`src/ssh1_packet_deframer_defines.svh`:
```
// assertion macros for the ssh1 packet deframer
`ifndef SSH1_PACKET_DEFRAMER_DEFINES_SVH
`define SSH1_PACKET_DEFRAMER_DEFINES_SVH
`ifndef SYNTH
// same-cycle implication
`define SSH1PD_ASSERT_IMP(label, clk, rst, ante, cons) \
   label: assert property (@(posedge clk) disable iff (rst) (ante) |-> (cons)) \
      else $error("ssh1pd assertion failed");
// next-cycle implication
`define SSH1PD_ASSERT_NXT(label, clk, rst, ante, cons) \
   label: assert property (@(posedge clk) disable iff (rst) (ante) |=> (cons)) \
      else $error("ssh1pd assertion failed");
`else
`define SSH1PD_ASSERT_IMP(label, clk, rst, ante, cons)
`define SSH1PD_ASSERT_NXT(label, clk, rst, ante, cons)
`endif
`endif

```
`src/ssh1pd_pkg.sv`:
```
// shared types, constants and crc function for the ssh1 packet deframer
`default_nettype none
package ssh1pd_pkg;

   localparam int LENGTH_WIDTH_DEF  = 19;
   localparam int QUEUE_DEPTH_DEF   = 2;
   localparam int MAX_LENGTH_RESET  = 256 * 1024;
   localparam int DEBUG_TYPE_RESET  = 36;
   localparam int IGNORE_TYPE_RESET = 32;
   localparam int PAD_BLOCK         = 8;
   localparam int WORD_BYTES        = 4;
   localparam int MIN_LENGTH        = 5;
   localparam int CSR_ADDR_WIDTH    = 4;
   localparam int CSR_DATA_WIDTH    = 32;
   localparam logic [31:0] CRC_POLY = 32'hEDB88320;

   // register indexes (paddr[3:2])
   localparam logic [1:0] REG_MAX_LENGTH  = 2'd0;
   localparam logic [1:0] REG_DEBUG_TYPE  = 2'd1;
   localparam logic [1:0] REG_IGNORE_TYPE = 2'd2;

   // front-end phases
   localparam logic [2:0] PH_LEN  = 3'd0;
   localparam logic [2:0] PH_PAD  = 3'd1;
   localparam logic [2:0] PH_TYPE = 3'd2;
   localparam logic [2:0] PH_DATA = 3'd3;
   localparam logic [2:0] PH_CRC  = 3'd4;

   // work codes handed from front to back
   localparam logic [1:0] OP_CRC = 2'd0;
   localparam logic [1:0] OP_CHK = 2'd1;
   localparam logic [1:0] OP_ERR = 2'd2;

   // end item status codes
   localparam logic [1:0] ST_GOOD      = 2'd0;
   localparam logic [1:0] ST_CRC_ERR   = 2'd1;
   localparam logic [1:0] ST_TOO_LONG  = 2'd2;
   localparam logic [1:0] ST_TOO_SHORT = 2'd3;

   typedef struct packed {
      logic [1:0] kind;
      logic [7:0] data;
      logic       emit;
      logic       is_type;
      logic       last;
      logic       drop;
      logic [1:0] status;
   } op_type;

   typedef struct packed {
      logic [7:0] out_byte;
      logic       byte_is_type;
      logic       end_of_packet;
      logic [1:0] status;
   } rsp_type;

   typedef struct packed {
      logic       halted;
      logic [2:0] phase;
   } front_stat_type;

   // one byte of reflected crc-32, lsb first
   function automatic logic [31:0] crc_byte(input logic [31:0] crc, input logic [7:0] b);
      logic [31:0] c;
      c = crc ^ {24'd0, b};
      for (int i = 0; i < 8; i++) begin
         c = c[0] ? ((c >> 1) ^ CRC_POLY) : (c >> 1);
      end
      return c;
   endfunction

endpackage
`default_nettype wire

```
`src/ssh1_packet_deframer.sv`:
```
// ssh1 packet deframer: takes one byte per cycle while the work queue is not full, one result item per cycle at most
// with the queues empty, a byte's result passes through the work queue and then the result queue before the rsp ports
// throughput: one byte per cycle while the work queue is not full, set by the front state machine and the back crc unit
// the work queue and the result queue let either side stall without stopping the other
// reset: synchronous, clears framing state, queues, crc and config to reset values
`default_nettype none
`include "ssh1_packet_deframer_defines.svh"
module ssh1_packet_deframer #(
   parameter int LENGTH_WIDTH = ssh1pd_pkg::LENGTH_WIDTH_DEF,
   parameter int QUEUE_DEPTH  = ssh1pd_pkg::QUEUE_DEPTH_DEF
) (
   input  wire logic                                  clock,
   input  wire logic                                  reset,
   input  wire logic                                  push,
   output logic                                       full,
   input  wire logic [7:0]                            req_rx_byte,
   output logic                                       empty,
   input  wire logic                                  pop,
   output logic [7:0]                                 rsp_out_byte,
   output logic                                       rsp_byte_is_type,
   output logic                                       rsp_end_of_packet,
   output logic [1:0]                                 rsp_status,
   input  wire logic                                  psel,
   input  wire logic                                  penable,
   input  wire logic                                  pwrite,
   input  wire logic [ssh1pd_pkg::CSR_ADDR_WIDTH-1:0] paddr,
   input  wire logic [ssh1pd_pkg::CSR_DATA_WIDTH-1:0] pwdata,
   output logic [ssh1pd_pkg::CSR_DATA_WIDTH-1:0]      prdata,
   output logic                                       pready
);

   localparam int OPW  = $bits(ssh1pd_pkg::op_type);
   localparam int RSPW = $bits(ssh1pd_pkg::rsp_type);

   logic [LENGTH_WIDTH-1:0] max_length_ff, max_length_in;
   logic [7:0]              debug_type_ff, debug_type_in;
   logic [7:0]              ignore_type_ff, ignore_type_in;
   logic                    csr_wr;
   logic [1:0]              csr_index;

   logic                       accept;
   logic                       op_push, op_full, op_empty, op_pop;
   ssh1pd_pkg::op_type         op_wr, op_rd;
   ssh1pd_pkg::front_stat_type front_stat;
   logic                       res_push, res_full;
   ssh1pd_pkg::rsp_type        res_wr, res_rd;

   // register file
   assign pready    = 1'b1;
   assign csr_wr    = psel && penable && pwrite && pready;
   assign csr_index = paddr[3:2];

   always_comb begin
      max_length_in  = max_length_ff;
      debug_type_in  = debug_type_ff;
      ignore_type_in = ignore_type_ff;
      if (csr_wr) begin
         case (csr_index)
            ssh1pd_pkg::REG_MAX_LENGTH:  max_length_in  = pwdata[LENGTH_WIDTH-1:0];
            ssh1pd_pkg::REG_DEBUG_TYPE:  debug_type_in  = pwdata[7:0];
            ssh1pd_pkg::REG_IGNORE_TYPE: ignore_type_in = pwdata[7:0];
            default:                     max_length_in  = max_length_ff;
         endcase
      end
   end

   always_comb begin
      case (csr_index)
         ssh1pd_pkg::REG_MAX_LENGTH:  prdata = ssh1pd_pkg::CSR_DATA_WIDTH'(max_length_ff);
         ssh1pd_pkg::REG_DEBUG_TYPE:  prdata = ssh1pd_pkg::CSR_DATA_WIDTH'(debug_type_ff);
         ssh1pd_pkg::REG_IGNORE_TYPE: prdata = ssh1pd_pkg::CSR_DATA_WIDTH'(ignore_type_ff);
         default:                     prdata = '0;
      endcase
   end

   always_ff @(posedge clock) begin
      if (reset) begin
         max_length_ff  <= LENGTH_WIDTH'(ssh1pd_pkg::MAX_LENGTH_RESET);
         debug_type_ff  <= 8'(ssh1pd_pkg::DEBUG_TYPE_RESET);
         ignore_type_ff <= 8'(ssh1pd_pkg::IGNORE_TYPE_RESET);
      end else begin
         max_length_ff  <= max_length_in;
         debug_type_ff  <= debug_type_in;
         ignore_type_ff <= ignore_type_in;
      end
   end

   // front end
   assign full   = op_full;
   assign accept = push && !op_full;

   ssh1pd_front #(
      .LENGTH_WIDTH(LENGTH_WIDTH)
   ) u_front (
      .clock      (clock),
      .reset      (reset),
      .accept     (accept),
      .rx_byte    (req_rx_byte),
      .max_length (max_length_ff),
      .debug_type (debug_type_ff),
      .ignore_type(ignore_type_ff),
      .op_push    (op_push),
      .op         (op_wr),
      .stat       (front_stat)
   );

   ssh1pd_fifo #(
      .WIDTH(OPW),
      .DEPTH(QUEUE_DEPTH)
   ) u_op_queue (
      .clock    (clock),
      .reset    (reset),
      .push     (op_push),
      .push_data(op_wr),
      .full     (op_full),
      .pop      (op_pop),
      .pop_data (op_rd),
      .empty    (op_empty)
   );

   // back end
   ssh1pd_back u_back (
      .clock   (clock),
      .reset   (reset),
      .op_empty(op_empty),
      .op      (op_rd),
      .op_pop  (op_pop),
      .res_full(res_full),
      .res_push(res_push),
      .res     (res_wr)
   );

   ssh1pd_fifo #(
      .WIDTH(RSPW),
      .DEPTH(QUEUE_DEPTH)
   ) u_rsp_queue (
      .clock    (clock),
      .reset    (reset),
      .push     (res_push),
      .push_data(res_wr),
      .full     (res_full),
      .pop      (pop),
      .pop_data (res_rd),
      .empty    (empty)
   );

   assign rsp_out_byte      = res_rd.out_byte;
   assign rsp_byte_is_type  = res_rd.byte_is_type;
   assign rsp_end_of_packet = res_rd.end_of_packet;
   assign rsp_status        = res_rd.status;

   // a length error stops the front end on the next cycle
   `SSH1PD_ASSERT_NXT(a_err_halts, clock, reset, op_push && (op_wr.kind == ssh1pd_pkg::OP_ERR), front_stat.halted)
   // once halted, no further work leaves the front end
   `SSH1PD_ASSERT_NXT(a_halt_sticks, clock, reset, front_stat.halted, front_stat.halted && !op_push)
   `SSH1PD_ASSERT_IMP(a_end_item_clean, clock, reset, !empty && rsp_end_of_packet, (rsp_out_byte == 8'd0) && !rsp_byte_is_type)
   `SSH1PD_ASSERT_IMP(a_byte_item_good, clock, reset, !empty && !rsp_end_of_packet, rsp_status == ssh1pd_pkg::ST_GOOD)

endmodule
`default_nettype wire

```
`src/ssh1pd_fifo.sv`:
```
// small register-based queue used between the stages
`default_nettype none
module ssh1pd_fifo #(
   parameter int WIDTH = 8,
   parameter int DEPTH = ssh1pd_pkg::QUEUE_DEPTH_DEF
) (
   input  wire logic             clock,
   input  wire logic             reset,
   input  wire logic             push,
   input  wire logic [WIDTH-1:0] push_data,
   output logic                  full,
   input  wire logic             pop,
   output logic [WIDTH-1:0]      pop_data,
   output logic                  empty
);

   localparam int PW = $clog2(DEPTH);
   localparam int CW = $clog2(DEPTH + 1);

   logic [WIDTH-1:0] slot_ff [DEPTH];
   logic [PW-1:0]    wr_ptr_ff, wr_ptr_in;
   logic [PW-1:0]    rd_ptr_ff, rd_ptr_in;
   logic [CW-1:0]    count_ff, count_in;
   logic             do_push, do_pop;

   assign full     = (count_ff == CW'(DEPTH));
   assign empty    = (count_ff == '0);
   assign do_push  = push && !full;
   assign do_pop   = pop && !empty;
   assign pop_data = slot_ff[rd_ptr_ff];

   always_comb begin
      wr_ptr_in = wr_ptr_ff;
      rd_ptr_in = rd_ptr_ff;
      count_in  = count_ff;
      if (do_push) begin
         wr_ptr_in = (wr_ptr_ff == PW'(DEPTH - 1)) ? '0 : wr_ptr_ff + 1'b1;
      end
      if (do_pop) begin
         rd_ptr_in = (rd_ptr_ff == PW'(DEPTH - 1)) ? '0 : rd_ptr_ff + 1'b1;
      end
      if (do_push && !do_pop) begin
         count_in = count_ff + 1'b1;
      end else if (do_pop && !do_push) begin
         count_in = count_ff - 1'b1;
      end
   end

   always_ff @(posedge clock) begin
      if (reset) begin
         wr_ptr_ff <= '0;
         rd_ptr_ff <= '0;
         count_ff  <= '0;
      end else begin
         wr_ptr_ff <= wr_ptr_in;
         rd_ptr_ff <= rd_ptr_in;
         count_ff  <= count_in;
      end
   end

   always_ff @(posedge clock) begin
      if (do_push) begin
         slot_ff[wr_ptr_ff] <= push_data;
      end
   end

endmodule
`default_nettype wire

```
`src/ssh1pd_front.sv`:
```
// front end: framing state machine, length check and byte classification
`default_nettype none
module ssh1pd_front #(
   parameter int LENGTH_WIDTH = ssh1pd_pkg::LENGTH_WIDTH_DEF
) (
   input  wire logic                    clock,
   input  wire logic                    reset,
   input  wire logic                    accept,
   input  wire logic [7:0]              rx_byte,
   input  wire logic [LENGTH_WIDTH-1:0] max_length,
   input  wire logic [7:0]              debug_type,
   input  wire logic [7:0]              ignore_type,
   output logic                         op_push,
   output ssh1pd_pkg::op_type           op,
   output ssh1pd_pkg::front_stat_type   stat
);

   logic [2:0]              phase_ff, phase_in;
   logic [31:0]             length_ff, length_in;
   logic [LENGTH_WIDTH-1:0] count_ff, count_in;
   logic [3:0]              pad_ff, pad_in;
   logic                    discard_ff, discard_in;
   logic                    halted_ff, halted_in;
   logic                    drop_type;

   assign stat.halted = halted_ff;
   assign stat.phase  = phase_ff;
   assign drop_type   = (rx_byte == debug_type) || (rx_byte == ignore_type);

   always_comb begin
      phase_in   = phase_ff;
      length_in  = length_ff;
      count_in   = count_ff;
      pad_in     = pad_ff;
      discard_in = discard_ff;
      halted_in  = halted_ff;
      op_push    = 1'b0;
      op         = '0;
      op.data    = rx_byte;
      if (accept && !halted_ff) begin
         case (phase_ff)
            ssh1pd_pkg::PH_PAD: begin
               op_push = 1'b1;
               op.kind = ssh1pd_pkg::OP_CRC;
               pad_in  = pad_ff - 1'b1;
               if (pad_in == 4'd0) begin
                  phase_in = ssh1pd_pkg::PH_TYPE;
               end
            end
            ssh1pd_pkg::PH_TYPE: begin
               op_push    = 1'b1;
               op.kind    = ssh1pd_pkg::OP_CRC;
               op.emit    = !drop_type;
               op.is_type = 1'b1;
               discard_in = drop_type;
               count_in   = count_ff - 1'b1;
               phase_in   = (count_in == '0) ? ssh1pd_pkg::PH_CRC : ssh1pd_pkg::PH_DATA;
            end
            ssh1pd_pkg::PH_DATA: begin
               op_push  = 1'b1;
               op.kind  = ssh1pd_pkg::OP_CRC;
               op.emit  = !discard_ff;
               count_in = count_ff - 1'b1;
               if (count_in == '0) begin
                  phase_in = ssh1pd_pkg::PH_CRC;
               end
            end
            ssh1pd_pkg::PH_CRC: begin
               op_push  = 1'b1;
               op.kind  = ssh1pd_pkg::OP_CHK;
               op.drop  = discard_ff;
               count_in = count_ff + 1'b1;
               op.last  = (count_in == LENGTH_WIDTH'(ssh1pd_pkg::WORD_BYTES));
               if (op.last) begin
                  phase_in   = ssh1pd_pkg::PH_LEN;
                  count_in   = '0;
                  pad_in     = 4'd0;
                  discard_in = 1'b0;
               end
            end
            default: begin
               // length bytes, big-endian
               length_in = {length_ff[23:0], rx_byte};
               count_in  = count_ff + 1'b1;
               if (count_in == LENGTH_WIDTH'(ssh1pd_pkg::WORD_BYTES)) begin
                  if (length_in > 32'(max_length)) begin
                     op_push   = 1'b1;
                     op.kind   = ssh1pd_pkg::OP_ERR;
                     op.status = ssh1pd_pkg::ST_TOO_LONG;
                     halted_in = 1'b1;
                  end else if (length_in < 32'(ssh1pd_pkg::MIN_LENGTH)) begin
                     op_push   = 1'b1;
                     op.kind   = ssh1pd_pkg::OP_ERR;
                     op.status = ssh1pd_pkg::ST_TOO_SHORT;
                     halted_in = 1'b1;
                  end else begin
                     pad_in   = 4'(ssh1pd_pkg::PAD_BLOCK) - {1'b0, length_in[2:0]};
                     count_in = length_in[LENGTH_WIDTH-1:0]
                              - LENGTH_WIDTH'(ssh1pd_pkg::WORD_BYTES);
                     phase_in = ssh1pd_pkg::PH_PAD;
                  end
               end
            end
         endcase
      end
   end

   always_ff @(posedge clock) begin
      if (reset) begin
         phase_ff   <= ssh1pd_pkg::PH_LEN;
         length_ff  <= '0;
         count_ff   <= '0;
         pad_ff     <= '0;
         discard_ff <= 1'b0;
         halted_ff  <= 1'b0;
      end else begin
         phase_ff   <= phase_in;
         length_ff  <= length_in;
         count_ff   <= count_in;
         pad_ff     <= pad_in;
         discard_ff <= discard_in;
         halted_ff  <= halted_in;
      end
   end

endmodule
`default_nettype wire

```
`src/ssh1pd_back.sv`:
```
// back end: crc accumulation, crc compare and result formatting
`default_nettype none
module ssh1pd_back (
   input  wire logic                clock,
   input  wire logic                reset,
   input  wire logic                op_empty,
   input  wire ssh1pd_pkg::op_type  op,
   output logic                     op_pop,
   input  wire logic                res_full,
   output logic                     res_push,
   output ssh1pd_pkg::rsp_type      res
);

   logic [31:0] crc_ff, crc_in;
   logic [31:0] rx_crc_ff, rx_crc_in;
   logic        bad;

   assign op_pop = !op_empty && !res_full;

   always_comb begin
      crc_in    = crc_ff;
      rx_crc_in = rx_crc_ff;
      res_push  = 1'b0;
      res       = '0;
      bad       = 1'b0;
      if (op_pop) begin
         case (op.kind)
            ssh1pd_pkg::OP_CRC: begin
               crc_in           = ssh1pd_pkg::crc_byte(crc_ff, op.data);
               res_push         = op.emit;
               res.out_byte     = op.data;
               res.byte_is_type = op.is_type;
            end
            ssh1pd_pkg::OP_CHK: begin
               rx_crc_in = {rx_crc_ff[23:0], op.data};
               if (op.last) begin
                  bad               = (rx_crc_in != crc_ff);
                  // a dropped packet only reports a bad crc
                  res_push          = !op.drop || bad;
                  res.end_of_packet = 1'b1;
                  res.status        = bad ? ssh1pd_pkg::ST_CRC_ERR : ssh1pd_pkg::ST_GOOD;
                  crc_in            = '0;
               end
            end
            ssh1pd_pkg::OP_ERR: begin
               res_push          = 1'b1;
               res.end_of_packet = 1'b1;
               res.status        = op.status;
            end
            default: begin
               res_push = 1'b0;
            end
         endcase
      end
   end

   always_ff @(posedge clock) begin
      if (reset) begin
         crc_ff    <= '0;
         rx_crc_ff <= '0;
      end else begin
         crc_ff    <= crc_in;
         rx_crc_ff <= rx_crc_in;
      end
   end

endmodule
`default_nettype wire

```
`config.mk`:
```
export PLATFORM = sky130hd
export DESIGN_NAME = ssh1_packet_deframer
export DESIGN_NICKNAME = d
export VERILOG_FILES = /design/src/ssh1pd_pkg.sv /design/src/ssh1_packet_deframer.sv /design/src/ssh1pd_fifo.sv /design/src/ssh1pd_front.sv /design/src/ssh1pd_back.sv
export VERILOG_INCLUDE_DIRS = /design/src /design/src/src
export SDC_FILE = /design/constraint.sdc
export NUM_CORES = 1
export LEC_CHECK = 0
export BUFFER_PORTS_ARGS = -buffer_cell sky130_fd_sc_hd__buf_2
export CAP_MARGIN = 5
export CORE_MARGIN = 10
export CORE_UTILIZATION = 50
export CTS_CLUSTER_DIAMETER = 120
export DETAILED_ROUTE_END_ITERATION = 6
export PLACE_DENSITY = 0.7
export SYNTH_ARGS = -nofsm -noshare
export SYNTH_HDL_FRONTEND = slang
export SYNTH_SLANG_ARGS = --single-unit
```
`constraint.sdc`:
```
create_clock -name clock -period 4.9 [get_ports clock]
set_input_delay 0.245 -clock clock [delete_from_list [all_inputs] [get_ports clock]]
set_output_delay 0.245 -clock clock [all_outputs]
set_load 0.01 [all_outputs]
```
==> impl_metrics.yaml, run 1 <==
run_status:
  status: "complete, no violations"
clock_network:
  cts_max_level: 1
  cts_resized: 0
  cts_buffer_depth: 3
  numCtsBuffers: 23
  cts_sinks: 209
  path_clk_slew_ns: 0.06
  clock_latency_ns: 0.53
  clock-root-buffer: "clkbuf_16"
  cts_tree: "done"
critical_path:
  r2r_slack_ns: 0.71
  worstReg2RegStart: "u_front.count_ff[0]"
  crit_arrival_ns: 4.33
  r2r.worst_path.cells: 9
  critPathKind: "reg -> reg"
  crit_path_max_fanout: 16
  reg2reg_to: "u_op_queue.slot_ff[1][8]"
  critPathLaunchType: "register"
  end_kind: "register"
  required_ns: 5.05
cells_and_area:
  drive_above_1_share_pct: 12.2
  synthToLayoutAreaGrowth_pct: 11.7
  fillCellCount: 2122
  postLayoutCoreUtil_pct: 56.7
  fin_area_um2: 13300
  n_antenna_cell: 0
  layout.nets: 1485
  final_cells: 1732
power:
  intPower_mw: 3.83
  p_comb_share_pct: 37.5
  leakagePower_nw: 4.69
  power_mw: 6.00
  vdd_drop_max_uv: 265
  p_clk_share_pct: 27.0
  sw_frac_of_total_pct: 36.2
  p_per_area_nw_per_um2: 451
  seqPwrFrac_pct: 35.6
  p_switching_mw: 2.17
yosys:
  yosysSeqAreaShare_pct: 39.8
  ys.flop_type: "dfxtp_1"
  syn_inst: 1353
  syn_area_per_cell_um2: 8.80
  synthTopCellsByArea: "dfxtp_1, edfxtp_1, xnor2_1"
  netlist.area_leader.share_pct: 25.7
  netlist_area_um2: 11900
  yosys.area.top_type: "dfxtp_1"
  ys_types: 86
  synthTopCellsByCount: "dfxtp_1, nand2_1, nor2_1, xnor2_1, a21oi_1"
  synth.most_common_cell: "dfxtp_1"
  synth_edf_count: 56
  yosys_register_bits: 209
  async_flop_share_pct: 0
  yosys_warnings: 0
sta:
  period_minus_slack_ns: 4.19
  finalMaxSlewViolations: 0
  setup_viol: 0
  rsz0062_at_grt: "no"
  final.period_utilization_pct: 85.4
  fin_skew_ns: 0.0143
  setup-tns-final_ns: 0
  hold_viol_final: 0
  timing.hold.ws_ns: 0.110
  setup_slack_ns: 0.714
  fmax_ghz: 0.239
  tightestPinTransition_ns: 0.939
  slew-limit-headroom_pct: 37.4
placement:
  routabilityCongestion: 0.867
  io_buffer_count: 68
  dpl-instance-area_um2: 12400
  place_inst: 1672
  hpwl_um: 21000
  pre_cts_ws_ns: 0.787
worst_hold_path:
  min_from: "req_rx_byte[3]"
  hold_path_depth: 3
  hp-class: "in -> reg"
  holdPathEnd: "u_front.length_ff[3]"
global_routing:
  grt_pass1_vias: 9354
  grt_max_degree: 83
  grt_pass1_wl_um: 48300
  grt_usage_pct: 18.8
  grt_antenna_before_repair: 0
  gr-total-overflow: 0
routing:
  viasPerCell: 5.63
  postRouteAntennaNets: 0
  post_drt_wl_per_cell_um: 17.3
  vias: 9755
  drt-initial-drc-count: 824
  first_pass_iters: 5
  routed_wirelength_um: 29900
  drc_errors: 0
floorplanning:
  die_h_um: 174
  rows: 56
  dieWidth_um: 174
  fp.dieArea_um2: 30400
  core_area_um2: 23500
  start_util_pct: 50.7
  pin_count: 98
job:
  drv_cap: 0
## layout by cell type (no fill, tap or decap), types with 6 or more instances in the layout
cell type	netlist	routed
nor3_1	46	45
nor4_1	16	16
nand2_1	138	138
ha_1	37	37
buf_2	9	67
clkbuf_1	67	6
inv_1	46	46
or2_2	6	6
dlygate4sd3_1	0	19
clkbuf_16	0	23
a211oi_1	16	16
nor2b_1	12	12
edfxtp_1	56	56
mux2_2	15	15
dfxtp_1	153	153
nand4_1	20	20
buf_4	18	25
nor2_1	138	136
a311oi_1	7	7
mux2i_1	37	37
a22oi_1	32	32
xnor2_1	123	123
and2_1	6	6
or3_1	10	10
xor2_1	39	39
a21oi_1	94	93
nand3_1	44	44
o21ai_0	34	34
conb_1	2	14
## state kept, by name, indices dropped and copies added (netlist names), 2 cells and up, named ones only
signal                flops
u_back.crc_ff            32
u_op_queue.slot_ff       32
u_back.rx_crc_ff         24
u_front.length_ff        24
u_rsp_queue.slot_ff      24
max_length_ff            19
u_front.count_ff         19
debug_type_ff             8
ignore_type_ff            8
u_front.pad_ff            4
u_front.phase_ff          3
u_op_queue.count_ff       2
u_rsp_queue.count_ff      2
## metal layers
layer  global-route usage, %  wire length, µm
met1                    24.5            13200
met2                    31.3            14300
met3                    2.58             1440
met4                    6.70              986
met5                       0                0
## worst max-delay path, cell delays in order (launching register included)
cell,delay (ns)
dfxtp_1,0.56
ha_1,0.38
nand3_1,0.37
nor4_2,0.47
mux2i_1,0.31
o211a_1,0.28
and2_1,0.33
o21ai_1,0.19
a21oi_2,0.26
and2_1,0.64
## area by class of cell
type / count / area (µm²) / area share [%]
Multi-Input combinational cell: 1006 / 6570 / 49.4
Inverter: 46 / 173 / 1.30
Tap cell: 319 / 399 / 3.00
Clock buffer: 29 / 598 / 4.50
Clock inverter: 12 / 100 / 0.753
Sequential cell: 209 / 4740 / 35.7
Timing Repair Buffer: 111 / 713 / 5.36
## worst max path at each step
stage                              from                  endpoint  slack (ns)  depth (start not counted)
detailed placement  u_front.count_ff[0]  u_op_queue.slot_ff[1][6]        0.79                          9
global route        u_front.count_ff[0]  u_op_queue.slot_ff[1][9]        0.40                          9
finish              u_front.count_ff[0]  u_op_queue.slot_ff[1][8]        0.71                          9
CTS                 u_front.count_ff[0]  u_op_queue.slot_ff[1][6]        0.74                          9
global placement    u_front.count_ff[0]  u_op_queue.slot_ff[1][6]        0.88                          9
floorplan           u_front.count_ff[0]  u_op_queue.slot_ff[0][0]        1.38                         11
## logic make-up (layout without fill, tap and decap cells)
logic type | after synthesis | after routing | share of synthesized area (%)
AO/OA/AOI/OAI | 260 | 260 | 14.4
XOR/XNOR | 164 | 164 | 12.2
adder cells (fa/ha/maj) | 37 | 37 | 3.89
buffers and inverters | 150 | 198 | 5.48
flip-flops | 209 | 209 | 39.8
multiplexers | 52 | 52 | 4.53
other | 2 | 14 | 0.0631
AND/OR/NAND/NOR | 479 | 479 | 19.6
## power by group through the flow
stage	logic [mW]	registers [mW]	clock network, mW
global placement	2.19	2.16	0
CTS	2.26	2.13	1.65
finish	2.25	2.13	1.62
detailed placement	2.23	2.17	0
floorplan	1.79	2.07	0
global route	2.48	2.16	1.72
## timing repair
item,CTS,global route
hold buffers,19,0
hold endpoints to repair,29,0
endpoints found under the setup margin,0,0
setup buffers,0,0
No activity file was read; power rests on OpenSTA's default activity.
==> run 2: changes to the inputs <==
- CORE_UTILIZATION: 50 -> 30
- PLACE_DENSITY: 0.7 -> unset
- PLACE_DENSITY_LB_ADDON: unset -> 0.05
==> run 2 against run 1 <==
Final cell count increased by 12%. Routed wire length increased by 22%. Combinational power increased by 3%. Global-route usage decreased by 3.7 points. Via count decreased by 1.4%. Sequential cell count unchanged. Critical path depth increased by 3. Design area increased by 4.1%. Power increased by 9.1%. Critical path type unchanged. Critical endpoint is now u_op_queue.count_ff[1].
==> impl_metrics.yaml, run 2 (synthesized netlist as in run 1, its figures left out) <==
global_routing:
  grt_antenna_before_repair: 0
  gr-total-overflow: 0
  grtUsageMet2_pct: 25.8
  busiest_layer: "met2"
  grt_max_degree: 66
  grt_pass1_vias: 9773
  grt_pass1_wl_um: 57700
  grt_usage_pct: 15.1
  grtUsageMet1_pct: 19.9
  use_met3_pct: 1.90
cells_and_area:
  fin_area_um2: 13900
  fillCellCount: 4158
  layout.nets: 1497
  layout_common_cells: "dfxtp_1, nand2_1, nor2_1"
  register_area_um2: 4740
  largestRegisters: "u_back.crc_ff (32), u_op_queue.slot_ff (32)"
  layout.cells.most_common: "dfxtp_1"
  drive_above_1_share_pct: 13.5
  n_antenna_cell: 0
  synthToLayoutAreaGrowth_pct: 16.3
  multiInputGateArea_um2: 6580
  final_cells: 1947
clock_network:
  clock-root-buffer: "clkbuf_16"
  numCtsBuffers: 27
  cts_max_level: 1
  cts_sinks: 209
  clock_latency_ns: 0.56
  cts_buffer_depth: 3
  path_clk_slew_ns: 0.06
  cts_tree: "done"
  cts_setup_buffers: 0
sta:
  period_minus_slack_ns: 4.06
  fin_skew_ns: 0.0195
  finalMaxSlewViolations: 0
  tightestPinTransition_ns: 1.13
  setup_slack_ns: 0.840
  hold_viol_final: 0
  slew-limit-headroom_pct: 24.5
  setup-tns-final_ns: 0
  rsz0062_at_grt: "no"
  fmax_ghz: 0.246
  setup_viol: 0
  final.period_utilization_pct: 82.9
routing:
  vias: 9617
  post_drt_wl_per_cell_um: 18.8
  drc_errors: 0
  viasPerCell: 4.94
  drt-initial-drc-count: 522
  routed_wirelength_um: 36600
  first_pass_iters: 5
  postRouteAntennaNets: 0
placement:
  io_buffer_count: 68
  hpwl_um: 25700
  routabilityCongestion: 0.802
  pre_cts_ws_ns: 0.865
  place_inst: 1879
  dpl-instance-area_um2: 12700
critical_path:
  critPathLaunchType: "register"
  required_ns: 5.39
  crit_path_max_fanout: 12
  end_kind: "register"
  critPathKind: "reg -> reg"
  crit_arrival_ns: 4.55
floorplanning:
  start_util_pct: 30.6
  fp.dieArea_um2: 48100
  core_area_um2: 38900
  rows: 72
  pin_count: 98
  dieWidth_um: 219
  die_h_um: 219
worst_hold_path:
  hp-class: "in -> reg"
power:
  power_mw: 6.55
  leakagePower_nw: 4.86
  vdd_drop_max_uv: 281
  p_per_area_nw_per_um2: 473
run_status:
  status: "complete, no violations"
job:
  drv_cap: 0
==> run 2: cell types whose count changed in the layout (fill, tap and decap cells not counted) <==
cell        previous run  this run
nor2_2                 2         3
nor2_1               136       135
clkinv_1               4         2
clkinvlp_4             2         0
clkbuf_1               6         5
buf_4                 25        33
bufinv_16              1         4
clkbuf_8               0         5
clkbuf_16             23        27
clkinv_2               4         5
==> run 2: what timing repair did <==
item / in CTS / in global routing
endpoints found under the setup margin: 0 / 0
hold buffers: 19 / 0
endpoints found under the hold margin: 32 / 0
gates resized for setup: 0 / 0
==> run 2: power breakdown <==
part / total (mW) / switching (mW) / internal [mW]
sequential: 2.15 / 0.208 / 1.94
combinational: 2.31 / 1.33 / 0.986
clock: 2.09 / 0.791 / 1.30
total: 6.55 / 2.33 / 4.23
==> run 2: path summary, 6_finish.rpt <==
path / slack (ns) / start / to / cells after the start
worst max register to register: 0.84 / u_front.count_ff[0] / u_op_queue.count_ff[1] / 12
worst min register to register: 0.45 / u_front.length_ff[22] / u_front.length_ff[22] / 2
worst max-delay path: 0.84 / u_front.count_ff[0] / u_op_queue.count_ff[1] / 12
worst min-delay path: 0.07 / req_rx_byte[0] / u_op_queue.slot_ff[1][6] / 1
==> run 2: critical path: stages (launching register included) <==
cell and delay, ns:
dfxtp_1 0.56, ha_1 0.38, nand3_1 0.37, nor4_2 0.46, mux2i_1 0.31, o211a_1 0.30
and2_1 0.15, buf_4 0.15, o21ai_1 0.13, a21oi_2 0.34, ha_1 0.33, or3_1 0.38
a21oi_1 0.13
==> run 2: area by class of cell <==
type	count	share of cell area (%)
flip-flops and latches	209	34.3
well taps	518	4.68
repair buffers	119	5.58
clock inverters	12	1.25
inverters	46	1.25
multi-input cells	1006	47.5
clock buffers	37	5.51
==> run 2: layer usage <==
metal / vias to the layer above / share of wire [%]
li1: 4852 / -
met4: 0 / 2.1
met1: 4613 / 47
met3: 44 / 2.6
met2: 108 / 48
met5: - / 0
==> run 2: per-stage QoR <==
stage	util [%]	hold WS, ns
floorplan	-	0.344
global placement	32.7	0.444
detailed placement	32.7	0.447
CTS	35.6	0.0437
global route	35.6	0.0509
finish	35.6	0.0653
==> run 3: changes to the inputs <==
- clock period: 4.9 -> 4 ns (I/O delays scaled with it)
==> run 3 against run 2 <==
Register-to-register slack worse by 0.43 ns. Design area is 1.4% higher. Clock power is 19% higher. Sequential share of layout area is 0.48 points lower. Maximum frequency is 13% higher. Clock-buffer cell count is 1 higher. Sequential power is 20% higher. First-iteration DRC count is 23% higher. Combinational power is 29% higher. Critical endpoint unchanged. Largest cell class unchanged. Largest power group unchanged.
==> impl_metrics.yaml, run 3 (synthesized netlist as in run 1, its figures left out) <==
floorplanning:
  rows: 72
  dieWidth_um: 219
  start_util_pct: 30.6
  pin_count: 98
  die_h_um: 219
  core_area_um2: 38900
  fp.dieArea_um2: 48100
power:
  intPower_mw: 5.20
  p_switching_mw: 2.85
  p_per_area_nw_per_um2: 573
  vdd_drop_max_uv: 331
  sw_frac_of_total_pct: 35.4
  p_comb_share_pct: 36.9
  leakagePower_nw: 4.99
  p_clk_share_pct: 30.9
  power_mw: 8.05
  seqPwrFrac_pct: 32.2
global_routing:
  grtUsageMet2_pct: 25.8
  grt_usage_pct: 15.2
  gr-total-overflow: 0
  grt_pass1_vias: 9857
  grt_antenna_before_repair: 0
  grt_pass1_wl_um: 58400
  use_met3_pct: 2.04
  busiest_layer: "met2"
  grtUsageMet1_pct: 20.3
  grt_max_degree: 66
clock_network:
  numCtsBuffers: 26
  clock_latency_ns: 0.55
  cts_resized: 0
  clock-root-buffer: "clkbuf_16"
  cts_tree: "done"
  path_clk_slew_ns: 0.06
  cts_sinks: 209
  cts_max_level: 1
  cts_buffer_depth: 3
cells_and_area:
  fillCellCount: 4124
  largestRegisters: "u_back.crc_ff (32), u_op_queue.slot_ff (32)"
  synthToLayoutAreaGrowth_pct: 18.0
  layout.nets: 1524
  register_area_um2: 4740
  layout_common_cells: "dfxtp_1, nand2_1, nor2_1"
  drive_above_1_share_pct: 15.2
  layout.cells.most_common: "dfxtp_1"
  n_antenna_cell: 0
  multiInputGateArea_um2: 6580
placement:
  hpwl_um: 26300
  routabilityCongestion: 0.800
  pre_cts_ws_ns: 0.398
  io_buffer_count: 68
critical_path:
  startpoint: "u_front.count_ff[1]"
  critPathLaunchType: "register"
  end_kind: "register"
  crit_arrival_ns: 4.06
  required_ns: 4.48
  critPathKind: "reg -> reg"
  crit_path_max_fanout: 10
  worstReg2RegStart: "u_front.count_ff[1]"
sta:
  timing.hold.ws_ns: 0.0466
  hold_viol_final: 0
  slew-limit-headroom_pct: 27.1
  period_minus_slack_ns: 3.59
  tightestPinTransition_ns: 1.09
  rsz0062_at_grt: "no"
  final.period_utilization_pct: 89.6
  fin_skew_ns: 0.0226
  fmax_ghz: 0.279
  finalMaxSlewViolations: 0
  setup_viol: 0
  setup_slack_ns: 0.414
  setup-tns-final_ns: 0
job:
  drv_cap: 0
routing:
  routed_wirelength_um: 36600
  post_drt_wl_per_cell_um: 18.5
  drt-initial-drc-count: 642
  viasPerCell: 4.90
  postRouteAntennaNets: 0
  vias: 9671
  drc_errors: 0
  first_pass_iters: 5
run_status:
  status: "complete, no violations"
worst_hold_path:
  min_from: "req_rx_byte[0]"
  hp-class: "in -> reg"
run 3: timing repair:
item / CTS / global route
hold endpoints to repair: 35 / 0
hold buffers: 19 / 0
setup buffers: 0 / 0
setup endpoints to repair: 0 / 0
run 3: power groups by stage:
stage | registers, mW | clock network, mW | logic (mW)
2_1_floorplan | 2.54 | 0 | 2.19
3_3_place_gp | 2.64 | 0 | 3.00
3_5_place_dp | 2.64 | 0 | 3.00
4_1_cts | 2.60 | 2.57 | 3.03
5_1_grt | 2.62 | 2.66 | 3.30
6_report | 2.59 | 2.48 | 2.97
run 3: per-layer routing:
layer	wire length, µm	part of all wire (%)	vias to the layer above
met1	17400	48	4622
met5	0	0	-
met3	1060	2.9	32
li1	-	-	4891
met2	17500	48	126
met4	517	1.4	0
run 3: area by class of cell:
cell class / count / share of cell area [%]
clock buffers: 38 / 5.53
well taps: 518 / 4.61
flip-flops and latches: 209 / 33.8
repair buffers: 147 / 7.09
clock inverters: 9 / 0.935
multi-input cells: 1006 / 46.8
inverters: 46 / 1.23
run 3: path summary, 6_finish.rpt:
path	endpoint	slack, ns	cells past startpoint
max reg2reg	u_op_queue.count_ff[1]	0.41	11
min	u_op_queue.slot_ff[1][6]	0.05	1
max	u_op_queue.count_ff[1]	0.41	11
min reg2reg	max_length_ff[17]	0.45	2
run 3: per-stage QoR:
stage	util, %	instance area, µm²	cells
floorplan	-	12000	1365
global placement	33.3	12900	1907
detailed placement	33.3	12900	1907
CTS	36.1	14000	1973
global route	36.1	14000	1973
finish	36.1	14000	1973
run 3: critical path, cell delays in order, from the launching register on:
cell	delay (ns)
dfxtp_1	0.50
ha_1	0.38
nand3_1	0.18
nor4_2	0.35
mux2i_1	0.29
o211a_1	0.29
and2_1	0.19
o21ai_1	0.13
a21oi_2	0.35
ha_1	0.33
or3_1	0.37
a21oi_1	0.14
